===== config.mk =====
export PLATFORM = sky130hd
export DESIGN_NAME = pbsl_cell
export DESIGN_NICKNAME = d
export VERILOG_FILES = /design/src/sv/assert_macros.svh /design/src/sv/pbsl_pkg.sv /design/src/sv/pbsl_cell.sv
export SDC_FILE = /design/constraint.sdc
export NUM_CORES = 1
export LEC_CHECK = 0
export BUFFER_PORTS_ARGS = -buffer_cell sky130_fd_sc_hd__buf_2
export CAP_MARGIN = 20
export CELL_PAD_IN_SITES_DETAIL_PLACEMENT = 1
export CELL_PAD_IN_SITES_GLOBAL_PLACEMENT = 1
export CORE_MARGIN = 4
export CORE_UTILIZATION = 36
export DETAILED_ROUTE_END_ITERATION = 8
export HOLD_SLACK_MARGIN = 0.08
export PLACE_DENSITY = 0.81
export SLEW_MARGIN = 5
export SYNTH_ARGS = -nofsm -noshare
export SYNTH_HDL_FRONTEND = slang
export SYNTH_SLANG_ARGS = --single-unit

===== constraint.sdc =====
create_clock -name i_clk -period 3.8 [get_ports i_clk]
set_input_delay 0.76 -clock i_clk [delete_from_list [all_inputs] [get_ports i_clk]]
set_output_delay 0.76 -clock i_clk [all_outputs]
set_load 0.02 [all_outputs]

===== src/sv/assert_macros.svh =====
// ----------------------------------------------------------------------------
// assertion macros
// shared concurrent assertion shorthands for the rtl
// ----------------------------------------------------------------------------
`ifndef ASSERT_MACROS_SVH
`define ASSERT_MACROS_SVH

// check a property on every rising edge outside reset
`define ASSERT_CLK(label, prop, msg) \
    label: assert property (@(posedge i_clk) disable iff (!i_rst_n) prop) \
        else $error(msg);

// implication checked on every rising edge outside reset
`define ASSERT_IMPL(label, ante, cons, msg) \
    `ASSERT_CLK(label, (ante) |-> (cons), msg)

`endif


===== src/sv/pbsl_pkg.sv =====
// ----------------------------------------------------------------------------
// pbsl_pkg
// types and constants of the page bitmap slot locator
// ----------------------------------------------------------------------------
`default_nettype none

package pbsl_pkg;

    localparam int PAGE_W     = 64;  // page number width
    localparam int PS_W       = 17;  // page size register width
    localparam int IDW_W      = 4;   // id width register width
    localparam int REM_W      = 20;  // group length page bytes*8+1 fits here
    localparam int BITPOS_W   = 19;
    localparam int NUM_CELLS  = PAGE_W;  // one page bit per cell
    localparam int CFG_IDX_W  = 1;
    localparam int OUT_DATA_W = 104;

    localparam logic [CFG_IDX_W-1:0] CFG_PAGE_BYTES = 1'b0;
    localparam logic [CFG_IDX_W-1:0] CFG_ID_WIDTH   = 1'b1;

    localparam logic [PS_W-1:0]  PAGE_BYTES_RST = 17'd4096;
    localparam logic [IDW_W-1:0] ID_WIDTH_RST   = 4'd8;

    // one page number in flight with its partial remainder
    typedef struct packed {
        logic              valid;
        logic [REM_W-1:0]  rem;
        logic [PAGE_W-1:0] page;
    } t_stage;

endpackage

`default_nettype wire


===== src/sv/pbsl_cell.sv =====
// ----------------------------------------------------------------------------
// pbsl_cell
// one restoring division step: shifts in one page bit, subtracts the group length
// ----------------------------------------------------------------------------
`default_nettype none

module pbsl_cell
    import pbsl_pkg::*;
(
    input  wire logic             i_clk,
    input  wire logic             i_rst_n,
    input  wire logic [REM_W-1:0] i_divisor,
    input  wire t_stage           i_stage,
    input  wire logic             i_bit,
    input  wire logic             i_down_ready,
    output logic                  o_ready,
    output t_stage                o_stage
);

    logic              r_valid;
    logic [REM_W-1:0]  r_rem;
    logic [PAGE_W-1:0] r_page;

    logic [REM_W:0]    trial;
    logic [REM_W:0]    diff;
    logic [REM_W-1:0]  n_rem;

    // cell takes a new entry when empty or when its entry moves on
    assign o_ready = !r_valid || i_down_ready;

    assign trial = {i_stage.rem, i_bit};
    assign diff  = trial - {1'b0, i_divisor};
    assign n_rem = (trial >= {1'b0, i_divisor}) ? diff[REM_W-1:0] : trial[REM_W-1:0];

    always_ff @(posedge i_clk) begin
        if (!i_rst_n) begin
            r_valid <= 1'b0;
        end else if (o_ready) begin
            r_valid <= i_stage.valid;
        end
    end

    always_ff @(posedge i_clk) begin
        if (o_ready) begin
            r_rem  <= n_rem;
            r_page <= i_stage.page;
        end
    end

    assign o_stage = '{valid: r_valid, rem: r_rem, page: r_page};

endmodule

`default_nettype wire


==> summary.txt <==
Run status
  – Outcome: finished, final reports clean

Logic synthesis
  – Mapped Avg Cell Area: 14.7 um2
  – Area of the mapped netlist: 0.00406 mm2
  – Synth area leaders: edfxtp_1, mux2_4, ha_1
  – FFs w/ async S/R, synth: 0%
  – Ys flop type: edfxtp_1
  – Dominant cell type by area after synthesis: edfxtp_1
  – Netlist cell types: 49
  – Synth top cells by count: edfxtp_1, inv_1, ha_1, mux2_4, a21oi_1
  – Top cell type's share of synthesized area: 62.2%
  – Flops & latches, synth: 85
  – Mapped Cells: 276
  – Sequential area share after synthesis: 62.7%
  – Yosys warning count: 0
  – Number of flops mapped to enable cells by yosys: 84
  – Most common cell in the netlist: edfxtp_1
  – Mapped Nets: 406

Finish
  – Antenna Cells: 0
  – Layout cells sized above 1: 50.8%
  – Final Cell Area: 0.00543 mm2
  – Final #Nets: 605
  – Post-layout util: 49.6%
  – Area of the multi-input gates: 0.00135 mm2
  – Fillers: 1,202
  – Register area: 0.00254 mm2
  – Syn-to-layout area delta: 33.8%

Clocking
  – H-tree depth: 3
  – Later-pin clock latency in the skew report: 0.33 ns
  – # Post-CTS Setup Buffers: 0
  – Root Buffer: clkbuf_16
  – Hold Buf Count CTS: 0
  – Post-CTS Resized: 0
  – CTS Sinks: 85
  – Clock-pin transition on the worst setup and hold timing paths: 0.06 ns
  – CTS max path bufs: 2
  – CTS tree: yes
  – CTS Buf Count: 9

Setup path
  – Reg2reg start: r_valid$_SDFFE_PN0P_
  – CP max FO: 20
  – Worst r2r dst: r_rem[18]$_DFFE_PP_
  – Type of the worst setup path: in2reg
  – Critical Path End Type: register
  – Worst path arrival time: 3.11 ns
  – Crit path required time: 3.88 ns
  – Reg2Reg Depth: 2
  – R2R Setup Slk: 2.04 ns
  – CP Launch Type: input port

Timing
  – TNS Setup: 0 ns
  – Max-Slew Margin vs Limit: 47.4%
  – # setup viols final: 0
  – Final Skew: 0.00506 ns
  – RSZ-0062 raised after global routing: false
  – Max-slew violations: 0
  – Tmin final: 3.03 ns
  – Final Cycle Share: 79.7%
  – Fmax: 0.330 GHz
  – Measured slew at the worst slew-check pin: 0.788 ns
  – Final hold vios: 0

GRT
  – Antenna violations before repair: 2
  – Global route overflow: 0
  – Largest net degree at the start of global routing: 63
  – Vias in the first global route: 3,280
  – Global-route wire length before repair: 18,300 um
  – Total Routing Usage GR: 18.6%

Placed design
  – Final HPWL DP: 10,300 um
  – Global placer's final weighted congestion: 0.873
  – Port buffer count: 194
  – DP Area: 0.00514 mm2

Route
  – Pre-antenna DRT Iters: 4
  – DR WL/cell: 20.2 um
  – Routed WL: 12,500 um
  – Drt drc: 0
  – DRT iter0 DRCs: 143
  – Routed Antenna Nets: 0
  – Via Count: 3,076
  – Vias/cell: 4.96

Floorplanning
  – Boundary Pins: 195
  – Die Area: 0.0130 mm2
  – Starting Density: 37.1%
  – Core box area: 0.0109 mm2
  – Rows: 38
  – Chip height: 114 um
  – Die Wd: 114 um

Flow run
  – Max-Cap Viols: 0

Power
  – PwrDens: 477 mW/mm2
  – Total power: 0.00259 W
  – Leakage power: 2.51 nW
  – Peak supply drop: 0.291 mV

Hold path
  – WHS Path Cells: 1
  – WHS Endpoint: r_page[36]$_DFFE_PP_
  – Hold WC Path Type: in2reg
  – Hold path start: i_stage[36]
sequential cells by signal (all words and copies together), names as in the netlist:
name     cells
r_valid      1
r_rem       20
r_page      64
layout by cell type (no fill, tap or decap), drive strengths merged, types with 2 or more instances in the layout:
master,Yosys,layout
a211o,2,2
a21boi,2,2
a21o,5,5
a21oi,21,21
a31oi,3,3
a41oi,2,2
and2,4,4
buf,7,195
clkbuf,0,10
clkinvlp,0,3
edfxtp,84,84
ha,20,20
inv,27,29
mux2,19,19
nand2,9,9
nand3,4,4
nand4,2,2
nor2,10,10
nor2b,4,4
nor3,4,4
o211ai,2,2
o21a,4,4
o21ai,9,9
xnor2,10,10
xor2,6,6
how the worst max path moves through the flow:
stage / from / endpoint / slack (ns)
2_1_floorplan: i_down_ready / o_ready / 0.08
3_3_place_gp: i_divisor[14] / r_rem[4]$_DFFE_PP_ / 0.52
3_5_place_dp: i_divisor[14] / r_rem[1]$_DFFE_PP_ / 0.40
4_1_cts: i_divisor[14] / r_rem[16]$_DFFE_PP_ / 0.77
5_1_grt: i_bit / r_rem[12]$_DFFE_PP_ / 0.65
6_report: i_divisor[14] / r_rem[19]$_DFFE_PP_ / 0.77
routing by layer:
layer | wire, um | GRT usage (%) | vias up
li1 | - | - | 1432
met1 | 4590 | 19.6 | 1484
met2 | 6450 | 34.0 | 132
met3 | 1130 | 6.24 | 24
met4 | 315 | 7.28 | 4
met5 | 27 | 0 | -
final cells by class:
cell class,instances,area share (%)
repair buffers,195,18.0
flip-flops and latches,85,46.9
multi-input cells,157,24.8
clock buffers,10,4.40
clock inverters,6,0.830
inverters,27,1.87
well taps,140,3.23
kinds of logic after synthesis:
| family | synth area share [%] |
|---|---|
| AO/OA/AOI/OAI | 9.99 |
| XOR/XNOR | 3.45 |
| adder cells (fa/ha/maj) | 6.66 |
| buffers and inverters | 4.35 |
| flip-flops | 62.7 |
| multiplexers | 7.28 |
| AND/OR/NAND/NOR | 5.58 |
worst max-delay path: stages:
cell and delay, ns:
buf_2 0.07, inv_1 0.03, ha_1 0.37, and2_4 0.21
a221o_1 0.34, a21oi_2 0.18, and2_1 0.18, a21o_1 0.18
o21a_4 0.43, mux2_4 0.34
through the flow:
stage / setup WS [ns] / hold WS [ns] / std cells
2_1_floorplan: 0.0809 / 0.859 / 276
3_3_place_gp: 0.524 / 0.797 / 604
3_5_place_dp: 0.402 / 0.842 / 604
4_1_cts: 0.773 / 0.591 / 620
5_1_grt: 0.651 / 0.587 / 620
6_report: 0.773 / 0.603 / 620
power breakdown:
group / switching (W) / internal, W
Sequential: 0.0000263 / 0.00114
Combinational: 0.000343 / 0.000249
Clock: 0.000361 / 0.000464
(Power assumes the default switching activity.)
