**src/sv/assert_macros.svh**
```systemverilog
// ----------------------------------------------------------------------------
// assertion macros
// shared concurrent assertion shorthands for the rtl
// ----------------------------------------------------------------------------
`ifndef ASSERT_MACROS_SVH
`define ASSERT_MACROS_SVH

// check a property on every rising edge outside reset
`define ASSERT_CLK(label, prop, msg) \
    label: assert property (@(posedge i_clk) disable iff (!i_rst_n) prop) \
        else $error(msg);

// implication checked on every rising edge outside reset
`define ASSERT_IMPL(label, ante, cons, msg) \
    `ASSERT_CLK(label, (ante) |-> (cons), msg)

`endif

```
**src/sv/pbsl_pkg.sv**
```systemverilog
// ----------------------------------------------------------------------------
// pbsl_pkg
// types and constants of the page bitmap slot locator
// ----------------------------------------------------------------------------
`default_nettype none

package pbsl_pkg;

    localparam int PAGE_W     = 64;  // page number width
    localparam int PS_W       = 17;  // page size register width
    localparam int IDW_W      = 4;   // id width register width
    localparam int REM_W      = 20;  // group length page bytes*8+1 fits here
    localparam int BITPOS_W   = 19;
    localparam int NUM_CELLS  = PAGE_W;  // one page bit per cell
    localparam int CFG_IDX_W  = 1;
    localparam int OUT_DATA_W = 104;

    localparam logic [CFG_IDX_W-1:0] CFG_PAGE_BYTES = 1'b0;
    localparam logic [CFG_IDX_W-1:0] CFG_ID_WIDTH   = 1'b1;

    localparam logic [PS_W-1:0]  PAGE_BYTES_RST = 17'd4096;
    localparam logic [IDW_W-1:0] ID_WIDTH_RST   = 4'd8;

    // one page number in flight with its partial remainder
    typedef struct packed {
        logic              valid;
        logic [REM_W-1:0]  rem;
        logic [PAGE_W-1:0] page;
    } t_stage;

endpackage

`default_nettype wire

```
**src/sv/pbsl_out.sv**
```systemverilog
// ----------------------------------------------------------------------------
// pbsl_out
// forms the result fields from the final remainder and holds the result transaction
// ----------------------------------------------------------------------------
`default_nettype none

module pbsl_out
    import pbsl_pkg::*;
(
    input  wire logic                  i_clk,
    input  wire logic                  i_rst_n,
    input  wire logic [PS_W-1:0]       i_page_bytes,
    input  wire logic [IDW_W-1:0]      i_id_width,
    input  wire t_stage                i_stage,
    output logic                       o_ready,
    output logic                       o_tvalid,
    input  wire logic                  i_tready,
    output logic [OUT_DATA_W-1:0]      o_tdata,
    output logic                       o_tuser
);

    logic                  r_valid;
    logic                  r_is_bitmap;
    logic [PAGE_W-1:0]     r_bitmap_page;
    logic [BITPOS_W-1:0]   r_bit_pos;
    logic [IDW_W-1:0]      r_header;
    logic [PS_W-1:0]       r_content;

    logic                  is_bitmap;
    logic [REM_W-1:0]      rem_m1;
    logic [IDW_W-1:0]      header;
    logic [PS_W-1:0]       hdr_ext;

    assign o_ready = !r_valid || i_tready;

    assign is_bitmap = (i_stage.rem == '0);
    assign rem_m1    = i_stage.rem - REM_W'(1);
    assign header    = is_bitmap ? '0 : i_id_width;
    assign hdr_ext   = {{(PS_W-IDW_W){1'b0}}, header};

    always_ff @(posedge i_clk) begin
        if (!i_rst_n) begin
            r_valid <= 1'b0;
        end else if (o_ready) begin
            r_valid <= i_stage.valid;
        end
    end

    always_ff @(posedge i_clk) begin
        if (o_ready) begin
            r_is_bitmap   <= is_bitmap;
            r_bitmap_page <= i_stage.page - {{(PAGE_W-REM_W){1'b0}}, i_stage.rem};
            r_bit_pos     <= is_bitmap ? '0 : rem_m1[BITPOS_W-1:0];
            r_header      <= header;
            r_content     <= (i_page_bytes > hdr_ext) ? (i_page_bytes - hdr_ext) : '0;
        end
    end

    assign o_tvalid = r_valid;
    assign o_tuser  = r_is_bitmap;
    assign o_tdata  = {r_content, r_header, r_bit_pos, r_bitmap_page};

endmodule

`default_nettype wire

```
**config.mk**
```make
export PLATFORM = sky130hd
export DESIGN_NAME = pbsl_out
export DESIGN_NICKNAME = d
export VERILOG_FILES = /design/src/sv/assert_macros.svh /design/src/sv/pbsl_pkg.sv /design/src/sv/pbsl_out.sv
export SDC_FILE = /design/constraint.sdc
export NUM_CORES = 1
export LEC_CHECK = 0
export BUFFER_PORTS_ARGS = -buffer_cell sky130_fd_sc_hd__buf_2
export CORE_ASPECT_RATIO = 0.9
export CORE_UTILIZATION = 50
export DETAILED_ROUTE_END_ITERATION = 6
export PLACE_DENSITY = 0.8
export SYNTH_ARGS = -nofsm -noshare
export SYNTH_HDL_FRONTEND = slang
export SYNTH_SLANG_ARGS = --single-unit
```
**constraint.sdc**
```tcl
create_clock -name i_clk -period 5.2 [get_ports i_clk]
set_clock_uncertainty 0.05 [all_clocks]
set_input_delay 0.78 -clock i_clk [delete_from_list [all_inputs] [get_ports i_clk]]
set_output_delay 0.78 -clock i_clk [all_outputs]
set_load 0.005 [all_outputs]
```
==> impl_metrics.env, run 1 <==
export IMPL_fin_crit_sh_pct=83.5
export IMPL_slew_headroom_pct=28.4
export IMPL_cts_htree_levels=3
export IMPL_cts_hold_buf=0
export IMPL_worstPathCellList="buf_2 > inv_1 > ha_1 > nand3_1 > or4_1 > or3_1 > nor3_2 > nand2b_1 > ha_1 > nor2b_1 > o21ai_0 > nand2b_1 > a211o_1 > or3_1 > xor2_1 > nor2_1"
export IMPL_ir_worst_vdd_mv=0.180
export IMPL_worst_pin_slew_ns=1.06
export IMPL_cts_max_path_buffers=2
export IMPL_cts_root_buffer="clkbuf_16"
export IMPL_path_max_fanout=6
export IMPL_utilization_pct=63.9
export IMPL_area_growth_pct=24.7
export IMPL_post_cts_setup_buffers=0
export IMPL_synth_seq_cells=106
export IMPL_required_ns=5.25
export IMPL_io_buffer_count=215
export IMPL_timing_fmax_mhz=230
export IMPL_clock_sinks=106
export IMPL_power_switching_uw=567
export IMPL_num_rows=38
export IMPL_yosysSeqAreaShare_pct=51.3
export IMPL_antenna_left=0
export IMPL_p_int_mw=1.56
export IMPL_status="finished, final reports clean"
export IMPL_initial_core_util_pct=51.3
export IMPL_syn_num_nets=701
export IMPL_setup_viol=0
export IMPL_p_sw_share_pct=26.7
export IMPL_coreArea_um2=12100
export IMPL_netlist_area_um2=6190
export IMPL_cts_resized=0
export IMPL_first_pass_iters=6
export IMPL_synth_cell_types=56
export IMPL_maxCapViolations=0
export IMPL_clkPwrFrac_pct=30.2
export IMPL_slew_viol_final=0
export IMPL_drive_gt1_share_pct=32.4
export IMPL_dp_final_hpwl_mm=12.3
export IMPL_wl_per_cell_um=16.5
export IMPL_dieArea_um2=12800
export IMPL_yosys_warnings=0
export IMPL_drt_iter0_drc=389
export IMPL_finalHoldViolCount=0
export IMPL_fin_hold_ws_ns=0.627
export IMPL_clk_pin_slew_ns=0.07
export IMPL_powerDensity_nw_per_um2=275
export IMPL_p_seq_share_pct=50.3
export IMPL_io_pins=216
export IMPL_n_antenna_cell=0
export IMPL_grt_max_degree=63
export IMPL_leakage_nw=3.33
export IMPL_grt_pass1_wl_mm=24.1
export IMPL_setup_tns_ns=0
export IMPL_comb_power_share_pct=19.5
export IMPL_finish_instance_area_um2=7720
export IMPL_place_area_um2=7450
export IMPL_startpoint_type="input pin"
export IMPL_endpoint_kind="register"
export IMPL_dieHeight_um=108
export IMPL_syn_area_per_cell_um2=11.0
export IMPL_critical_path_class="input pin to register"
export IMPL_hold_path_class="input pin to register"
export IMPL_overflow=0
export IMPL_wl_mm=15.6
export IMPL_gp_congestion=0.905
export IMPL_fin_crit_ns=4.34
export IMPL_rsz0062_at_grt="false"
export IMPL_cp_slowest_stage_delay_ns=0.58
export IMPL_synth_flop_cell="edfxtp_1"
export IMPL_vias=5135
export IMPL_drc=0
export IMPL_drt_vias_per_instance=5.42
export IMPL_insertion_delay_ns=0.34
export IMPL_crit_path_top_delay_cell="or4_1"
export IMPL_layout_nets=920
export IMPL_dieWidth_um=119
export IMPL_track_usage_pct=24.3
export IMPL_async_reset_ff_share_pct=0
export IMPL_synthCells=565
export IMPL_synth_edf_count=105
export IMPL_cts_buffers_inserted=9
export IMPL_tritoncts="done"
export IMPL_grt_pass1_vias=5014
export IMPL_antenna_found_initial=0
export IMPL_crit_arrival_ns=4.40
==> worst max-delay path, delay by kind of cell <==
family                     cells  cell delay, ns
AOI/OAI and AO/OA              2            0.51
buffers and inverters          2            0.20
and+or+nand+nor                9            2.31
xor gates and xnor gates       1            0.13
adders and majority gates      2            0.46
==> cell usage in the layout (no fill, tap or decap), drive strengths merged, types with 10 or more instances in the layout <==
cell	synthesis	layout
inv	34	36
nand2	29	29
nor2	71	71
ha	25	25
nand2b	12	12
a21o	10	10
a21oi	22	22
buf	6	218
edfxtp	105	105
or4	11	11
o21ai	18	18
nand3	15	15
nor3	21	21
xor2	29	29
xnor2	54	54
or3	15	15
nor4	16	16
==> cells in the mapped netlist, types with 3 or more instances <==
cell      number  share of area [%]
edfxtp_1     105                 51
o21a_1         5               0.61
o21ai_0       16                1.3
and3_1         4               0.40
nor3_1        16                1.3
nand2_1       28                1.7
xnor2_1       54                7.6
nor4_1        14                1.4
o31ai_1        3               0.36
nand3_1       13                1.1
or4_1          9                1.1
nand2b_1      12                1.2
xor2_1        29                4.1
a211oi_1       3               0.36
or3_1         14                1.4
nand4_1        9               0.91
nor3_2         4               0.65
a21o_1        10                1.2
buf_2          5               0.40
nor2b_1        8               0.81
or2_2          3               0.30
ha_1          25                5.1
and2_1         3               0.30
a21oi_1       22                1.8
nor2_1        70                4.2
a21boi_0       4               0.49
clkbuf_1       4               0.24
inv_1         34                2.1
==> power groups by stage <==
stage	clock network, mW	registers, mW	logic, mW
3_5_place_dp	0	1.09	0.409
4_1_cts	0.661	1.07	0.413
5_1_grt	0.684	1.08	0.457
6_report	0.642	1.07	0.414
2_1_floorplan	0	1.10	0.194
3_3_place_gp	0	1.08	0.402
==> through the flow <==
step           setup slack (ns)  total power [mW]  cells
2_1_floorplan             0.938              1.30    565
3_3_place_gp              0.647              1.49    933
3_5_place_dp              0.510              1.50    933
4_1_cts                   0.880              2.14    948
5_1_grt                   0.525              2.22    948
6_report                  0.858              2.12    948
==> layout make-up <==
type	instances	area, µm²
clock buffer	9	225
clock inverter	6	50.0
fill	983	4360
inverter	34	128
multi-input combinational	415	2850
sequential	106	3170
tap	160	200
timing repair buffer	218	1100
==> path summary, 6_finish.rpt <==
check,from,to,slack [ns],cells after the start
worst max-delay path,i_stage[65],r_content[15],0.86,16
worst min-delay path,i_rst_n,o_tvalid,0.63,2
worst max register to register,o_tvalid,r_bitmap_page[38],3.13,2
worst min register to register,o_tvalid,r_bitmap_page[26],1.11,1
==> state kept, by name, indices dropped and copies added, names as in the netlist <==
signal,count
o_tvalid,1
o_tuser,1
r_header,4
r_bit_pos,19
r_content,17
r_bitmap_page,64
==> layer usage <==
| metal | track usage (%) | routed length, µm |
|---|---|---|
| met5 | 0 | 0 |
| met4 | 10.2 | 417 |
| met3 | 4.50 | 1010 |
| met2 | 40.4 | 7560 |
| met1 | 31.3 | 6640 |
==> cell families after synthesis <==
logic type | after synthesis | share of synthesized area [%]
and+or+nand+nor | 224 | 19.9
DFF | 106 | 51.3
xor gates and xnor gates | 83 | 11.7
AOI/OAI and AO/OA | 81 | 8.51
buffers and inverters | 44 | 2.89
adders and majority gates | 27 | 5.70
Power figures use the tool's default switching activity.
==> run 2: changes to the inputs <==
Settings changed: CORE_UTILIZATION 50 to 46, PLACE_DENSITY 0.8 to 0.77.
Clock period 5.2 ns to 3.5 ns, I/O delays scaled along.
==> run 2 against run 1 <==
Net effect: the flow now finishes with violations (negative setup slack); via count grew 5.5%; die area grew 8.5%; sequential share of layout area shrank 3.3 points; sequential power grew 49%; routed wire length grew 8.5%; final cell count grew 6.8%; non-clock buffer count grew 56; flip-flop and latch count is the same; critical path type unchanged; critical endpoint unchanged.
==> impl_metrics.env, run 2 (synthesis results as in run 1) <==
export IMPL_status="finished, violations left"
export IMPL_violations="negative setup slack"
export IMPL_gp_congestion=0.942
export IMPL_drc=0
export IMPL_cts_buffers_inserted=9
export IMPL_insertion_delay_ns=0.34
export IMPL_leakage_nw=3.65
export IMPL_wl_mm=17.0
export IMPL_reg2reg_from="o_tvalid"
export IMPL_powerDensity_nw_per_um2=386
export IMPL_reg2reg_slack_ns=1.81
export IMPL_crit_path_start="i_stage[65]"
export IMPL_cts_htree_levels=3
export IMPL_maxCapViolations=0
export IMPL_dp_cells=985
export IMPL_rsz0062_at_grt="true"
export IMPL_vias=5415
export IMPL_hold_path_class="input pin to register"
export IMPL_wl_per_cell_um=16.8
export IMPL_final_cell_mix="213 x buf_2, 105 x edfxtp_1, 58 x nor2_1"
export IMPL_io_pins=216
export IMPL_coreArea_um2=12900
export IMPL_overflow=0
export IMPL_fin_hold_ws_ns=0.366
export IMPL_utilization_pct=64.9
export IMPL_max_flop_register="r_bitmap_page"
export IMPL_slew_headroom_pct=54.6
export IMPL_num_rows=39
export IMPL_drt_iter0_drc=387
export IMPL_track_usage_pct=24.3
export IMPL_area_growth_pct=35.6
export IMPL_instances_no_fill=1012
export IMPL_grt_max_degree=64
export IMPL_crit_arrival_ns=3.63
export IMPL_layout_commonest_cell="buf_2"
export IMPL_clk_pin_slew_ns=0.07
export IMPL_setup_viol=12
export IMPL_power_mw=3.24
export IMPL_cts_root_buffer="clkbuf_16"
export IMPL_crit_path_end="r_content[15]"
export IMPL_drive_gt1_share_pct=40.4
export IMPL_slew_viol_final=0
export IMPL_dp_final_hpwl_mm=13.1
export IMPL_layout_nets=976
export IMPL_antenna_left=0
export IMPL_fin_crit_sh_pct=102
export IMPL_r2r_end="r_bitmap_page[60]"
export IMPL_top_regs="r_bitmap_page: 64 flops, r_bit_pos: 19 flops, r_content: 17 flops"
export IMPL_finalWorstSetupSlack_ns=-0.0736
export IMPL_startpoint_type="input pin"
export IMPL_worst_pin_slew_ns=0.681
export IMPL_fin_crit_ns=3.57
export IMPL_first_pass_iters=5
export IMPL_required_ns=3.55
export IMPL_initial_core_util_pct=47.9
export IMPL_tritoncts="done"
export IMPL_path_max_fanout=3
export IMPL_pre_cts_ws_ns=-0.569
export IMPL_critical_path_class="input pin to register"
export IMPL_dieWidth_um=124
export IMPL_finalHoldViolCount=0
export IMPL_grt_pass1_wl_mm=26.7
export IMPL_grt_pass1_vias=5470
export IMPL_ir_worst_vdd_mv=0.236
export IMPL_dieHeight_um=112
export IMPL_io_buffer_count=215
export IMPL_largest_reg_flops=64
export IMPL_cts_max_path_buffers=2
export IMPL_timing_fmax_mhz=280
export IMPL_reg2reg_depth=2
export IMPL_antenna_found_initial=3
export IMPL_clock_sinks=106
export IMPL_dieArea_um2=13900
export IMPL_drt_vias_per_instance=5.35
export IMPL_endpoint_kind="register"
-- run 2: how the worst min path moves through the flow --
stage,from,end,slack [ns],depth (start not counted)
after global placement,i_stage[84],o_tvalid,0.72,3
final,i_stage[84],o_tvalid,0.37,3
after detailed placement,i_stage[84],o_tvalid,0.73,3
after floorplan,i_stage[84],o_tvalid,0.61,2
after global routing,i_rst_n,o_tvalid,0.38,2
after CTS,i_stage[84],o_tvalid,0.36,3
-- run 2: area by class of cell --
class | count | area [µm²]
antenna | 3 | 7.51
multi-input combinational | 415 | 3030
inverter | 34 | 143
fill | 1014 | 4540
clock buffer | 9 | 225
tap | 164 | 205
sequential | 106 | 3170
clock inverter | 7 | 45.0
timing repair buffer | 274 | 1560
-- run 2: worst max-delay path, cell delays in order --
cell,delay (ns)
buf_12,0.11
inv_12,0.04
ha_4,0.14
nand3_4,0.06
or4_4,0.48
or3_4,0.41
nor3_4,0.22
nand2b_4,0.17
ha_4,0.20
nor2b_4,0.12
o21ai_1,0.14
nand2b_1,0.11
a211o_1,0.35
or3_4,0.34
xor2_1,0.14
nor2_1,0.06
-- run 2: routing by layer --
layer	part of all wire, %	routed length [µm]	GRT usage (%)
met1	42	7110	30.5
met2	49	8360	41.4
met3	5.3	900	3.34
met4	3.5	588	12.4
met5	0	0	0
-- run 2: metrics by stage --
step	TNS, ns	area [µm²]
2_1_floorplan	-4.35	6280
3_3_place_gp	-6.63	7910
3_5_place_dp	-8.22	7910
4_1_cts	0	8220
5_1_grt	-3.19	8390
6_report	-0.142	8390
-- run 2: timing repair --
item                                    4_1_cts  5_1_grt
resized for setup                             3       35
buffers inserted                              4        4
hold buffers                                  0        0
pin swaps                                     8       17
endpoints found under the setup margin       17       17
-- run 2: report_power, final --
group          internal [mW]  switching (mW)
Clock                  0.481           0.465
Sequential              1.55          0.0332
Combinational          0.334           0.373
==> run 3: changes to the inputs <==
Settings changed: ABC_AREA from default to 1, CORE_UTILIZATION 46 to 50, MAX_ROUTING_LAYER from default to met4.
Clock period 3.5 ns to 3.59 ns, I/O delays scaled along.
==> run 3 against run 2 <==
Net effect: largest power group unchanged; clock power is 11% higher; largest cell class is now multi-input gates; routed wire length is 30% higher; first-iteration DRC count is 63% higher; combinational power hardly changed; setup slack better by 0.53 ns; utilization is 2.3 points lower; flip-flop and latch count stayed put; the run now ends clean; register-to-register slack better by 0.23 ns; final area is 10% higher.
==> impl_metrics.env, run 3 <==
export IMPL_crit_path_start="i_stage[65]"
export IMPL_synth_top_cell_area_share_pct=41.6
export IMPL_num_rows=42
export IMPL_p_int_mw=2.34
export IMPL_setup_tns_ns=0
export IMPL_startpoint_type="input pin"
export IMPL_dieWidth_um=132
export IMPL_slew_headroom_pct=64.4
export IMPL_endpoint_kind="register"
export IMPL_clock_sinks=106
export IMPL_hp_start="i_stage[84]"
export IMPL_syn_num_nets=1185
export IMPL_cts_root_buffer="clkbuf_16"
export IMPL_cts_resized=0
export IMPL_grt_pass1_wl_mm=35.1
export IMPL_vias=7570
export IMPL_largest_reg_flops=64
export IMPL_yosysTopAreaCell="edfxtp_1"
export IMPL_clk_pin_slew_ns=0.07
export IMPL_yosysSeqAreaShare_pct=41.9
export IMPL_coreArea_um2=14800
export IMPL_grt_pass1_vias=7040
export IMPL_setup_viol=0
export IMPL_wl_per_cell_um=14.9
export IMPL_netlist_top_cells_area="edfxtp_1 42%, nand2_1 16%, inv_1 9.2%, nor2_1 8.4%, xor2_1 4.2%"
export IMPL_hold_path_class="input pin to register"
export IMPL_ir_worst_vdd_mv=0.273
export IMPL_p_sw_share_pct=29.2
export IMPL_cts_max_path_buffers=2
export IMPL_io_pins=216
export IMPL_synth_seq_cells=106
export IMPL_dp_final_hpwl_mm=18.1
export IMPL_wl_mm=22.0
export IMPL_finalWorstSetupSlack_ns=0.457
export IMPL_drive_gt1_share_pct=19.5
export IMPL_synth_flop_cell="edfxtp_1"
export IMPL_initial_core_util_pct=51.3
export IMPL_yosys_warnings=0
export IMPL_tritoncts="done"
export IMPL_synth_edf_count=105
export IMPL_first_pass_iters=5
export IMPL_grt_max_degree=72
export IMPL_area_growth_pct=21.9
export IMPL_dieArea_um2=15700
export IMPL_antenna_found_initial=1
export IMPL_maxCapViolations=0
export IMPL_synth_cell_types=32
export IMPL_track_usage_pct=29.8
export IMPL_drt_iter0_drc=630
export IMPL_required_ns=3.64
export IMPL_cts_htree_levels=3
export IMPL_powerDensity_nw_per_um2=358
export IMPL_layout_nets=1411
export IMPL_dieHeight_um=119
export IMPL_critical_path_class="input pin to register"
export IMPL_comb_power_share_pct=21.4
export IMPL_insertion_delay_ns=0.36
export IMPL_pre_cts_ws_ns=0.124
export IMPL_reg2reg_from="o_tvalid"
export IMPL_status="finished, final reports clean"
export IMPL_leakage_nw=4.65
export IMPL_regArea_um2=3170
export IMPL_top_regs="r_bitmap_page: 64 flops, r_bit_pos: 19 flops, r_content: 17 flops"
export IMPL_nFillCells=1386
export IMPL_max_flop_register="r_bitmap_page"
export IMPL_power_switching_uw=967
export IMPL_fin_crit_sh_pct=87.3
export IMPL_crit_arrival_ns=3.19
export IMPL_drc=0
export IMPL_path_max_fanout=17
export IMPL_fin_hold_ws_ns=0.367
export IMPL_io_buffer_count=215
export IMPL_cts_hold_buf=0
export IMPL_final_cell_mix="327 x nand2_1, 215 x buf_2, 186 x inv_1"
export IMPL_finalHoldViolCount=0
export IMPL_timing_fmax_mhz=319
export IMPL_slew_viol_final=0
export IMPL_cts_buffers_inserted=9
export IMPL_async_reset_ff_share_pct=0
export IMPL_clkPwrFrac_pct=31.8
export IMPL_netlist_area_um2=7580
export IMPL_p_seq_share_pct=46.8
export IMPL_multi_input_area_um2=3700
export IMPL_fin_crit_ns=3.13
export IMPL_rsz0062_at_grt="false"
export IMPL_antenna_left=0
export IMPL_worst_pin_slew_ns=0.532
export IMPL_post_cts_setup_buffers=0
export IMPL_gp_congestion=0.988
export IMPL_yosysMostFrequentCell="nand2_1"
export IMPL_syn_area_per_cell_um2=7.22
export IMPL_drt_vias_per_instance=5.12
export IMPL_synth_common_cells="328 x nand2_1, 186 x inv_1, 169 x nor2_1, 105 x edfxtp_1, 60 x nand3_1"
export IMPL_layout_commonest_cell="nand2_1"
export IMPL_synthCells=1049
export IMPL_overflow=0
[run 3: cell count changes after synthesis, sizes merged, moves of 11 or more]
cell    previous run  this run
nand2b            12         0
nor2              71       170
or3               15         0
nand3             15        60
nand2             29       331
or4               11         0
nand4              9        32
nor4              16         4
xnor2             54        10
inv               34       186
[run 3: critical path, cell delays in order]
cell and delay (ns):
buf_2 0.11, inv_1 0.09, ha_1 0.29, nand2_1 0.11, inv_1 0.13, nand4_1 0.27
nand2_1 0.17, ha_1 0.29, a21oi_1 0.18, nand2_1 0.13, a21oi_2 0.19, nand3_1 0.16
a21oi_4 0.42, nor2_1 0.10
[run 3: worst paths after layout]
check,to,slack (ns),depth (start not counted)
hold / removal,o_tvalid,0.37,3
hold reg to reg,o_tvalid,0.87,2
setup reg to reg,r_bit_pos[4],2.04,2
setup / recovery,r_content[2],0.46,14
[run 3: area by class of cell]
type                       instances  share of cell area, %
antenna                            1                 0.0271
clock buffer                      10                   2.48
clock inverter                     6                  0.880
inverter                         186                   7.56
multi-input combinational        755                   40.1
sequential                       106                   34.3
tap                              198                   2.68
timing repair buffer             217                   11.9
[run 3: logic make-up (layout without fill, tap and decap cells)]
family | count (synthesis) | in the layout | synth area share, %
flip-flops | 106 | 106 | 41.9
AND/OR/NAND/NOR | 637 | 637 | 35.3
other | 0 | 1 | 0
XOR/XNOR | 46 | 46 | 5.32
AO/OA/AOI/OAI | 45 | 45 | 3.53
adder cells (fa/ha/maj) | 27 | 27 | 4.66
buffers and inverters | 188 | 419 | 9.36
[run 3: metal layers]
metal	wire length [µm]	up-vias	global-route usage, %
li1	-	3790	-
met1	10000	3404	40.7
met2	9650	336	43.9
met3	1820	40	6.13
met4	579	0	10.5
met5	0	-	-
[run 3: power groups by stage]
stage          Clock (mW)  Combinational, mW  Sequential, mW
3_5_place_dp            0              0.700            1.57
6_report             1.05              0.710            1.55
3_3_place_gp            0              0.696            1.57
5_1_grt              1.11              0.792            1.56
2_1_floorplan           0              0.344            1.60
4_1_cts              1.07              0.706            1.55
[run 3: metrics by stage]
step           instances  power, mW  util, %  cell area [µm²]
6_report            1479       3.31     62.6             9240
5_1_grt             1479       3.46     62.6             9240
4_1_cts             1478       3.32     62.5             9240
3_5_place_dp        1462       2.27     60.4             8930
3_3_place_gp        1462       2.27     60.4             8930
2_1_floorplan       1049       1.94        -             7580
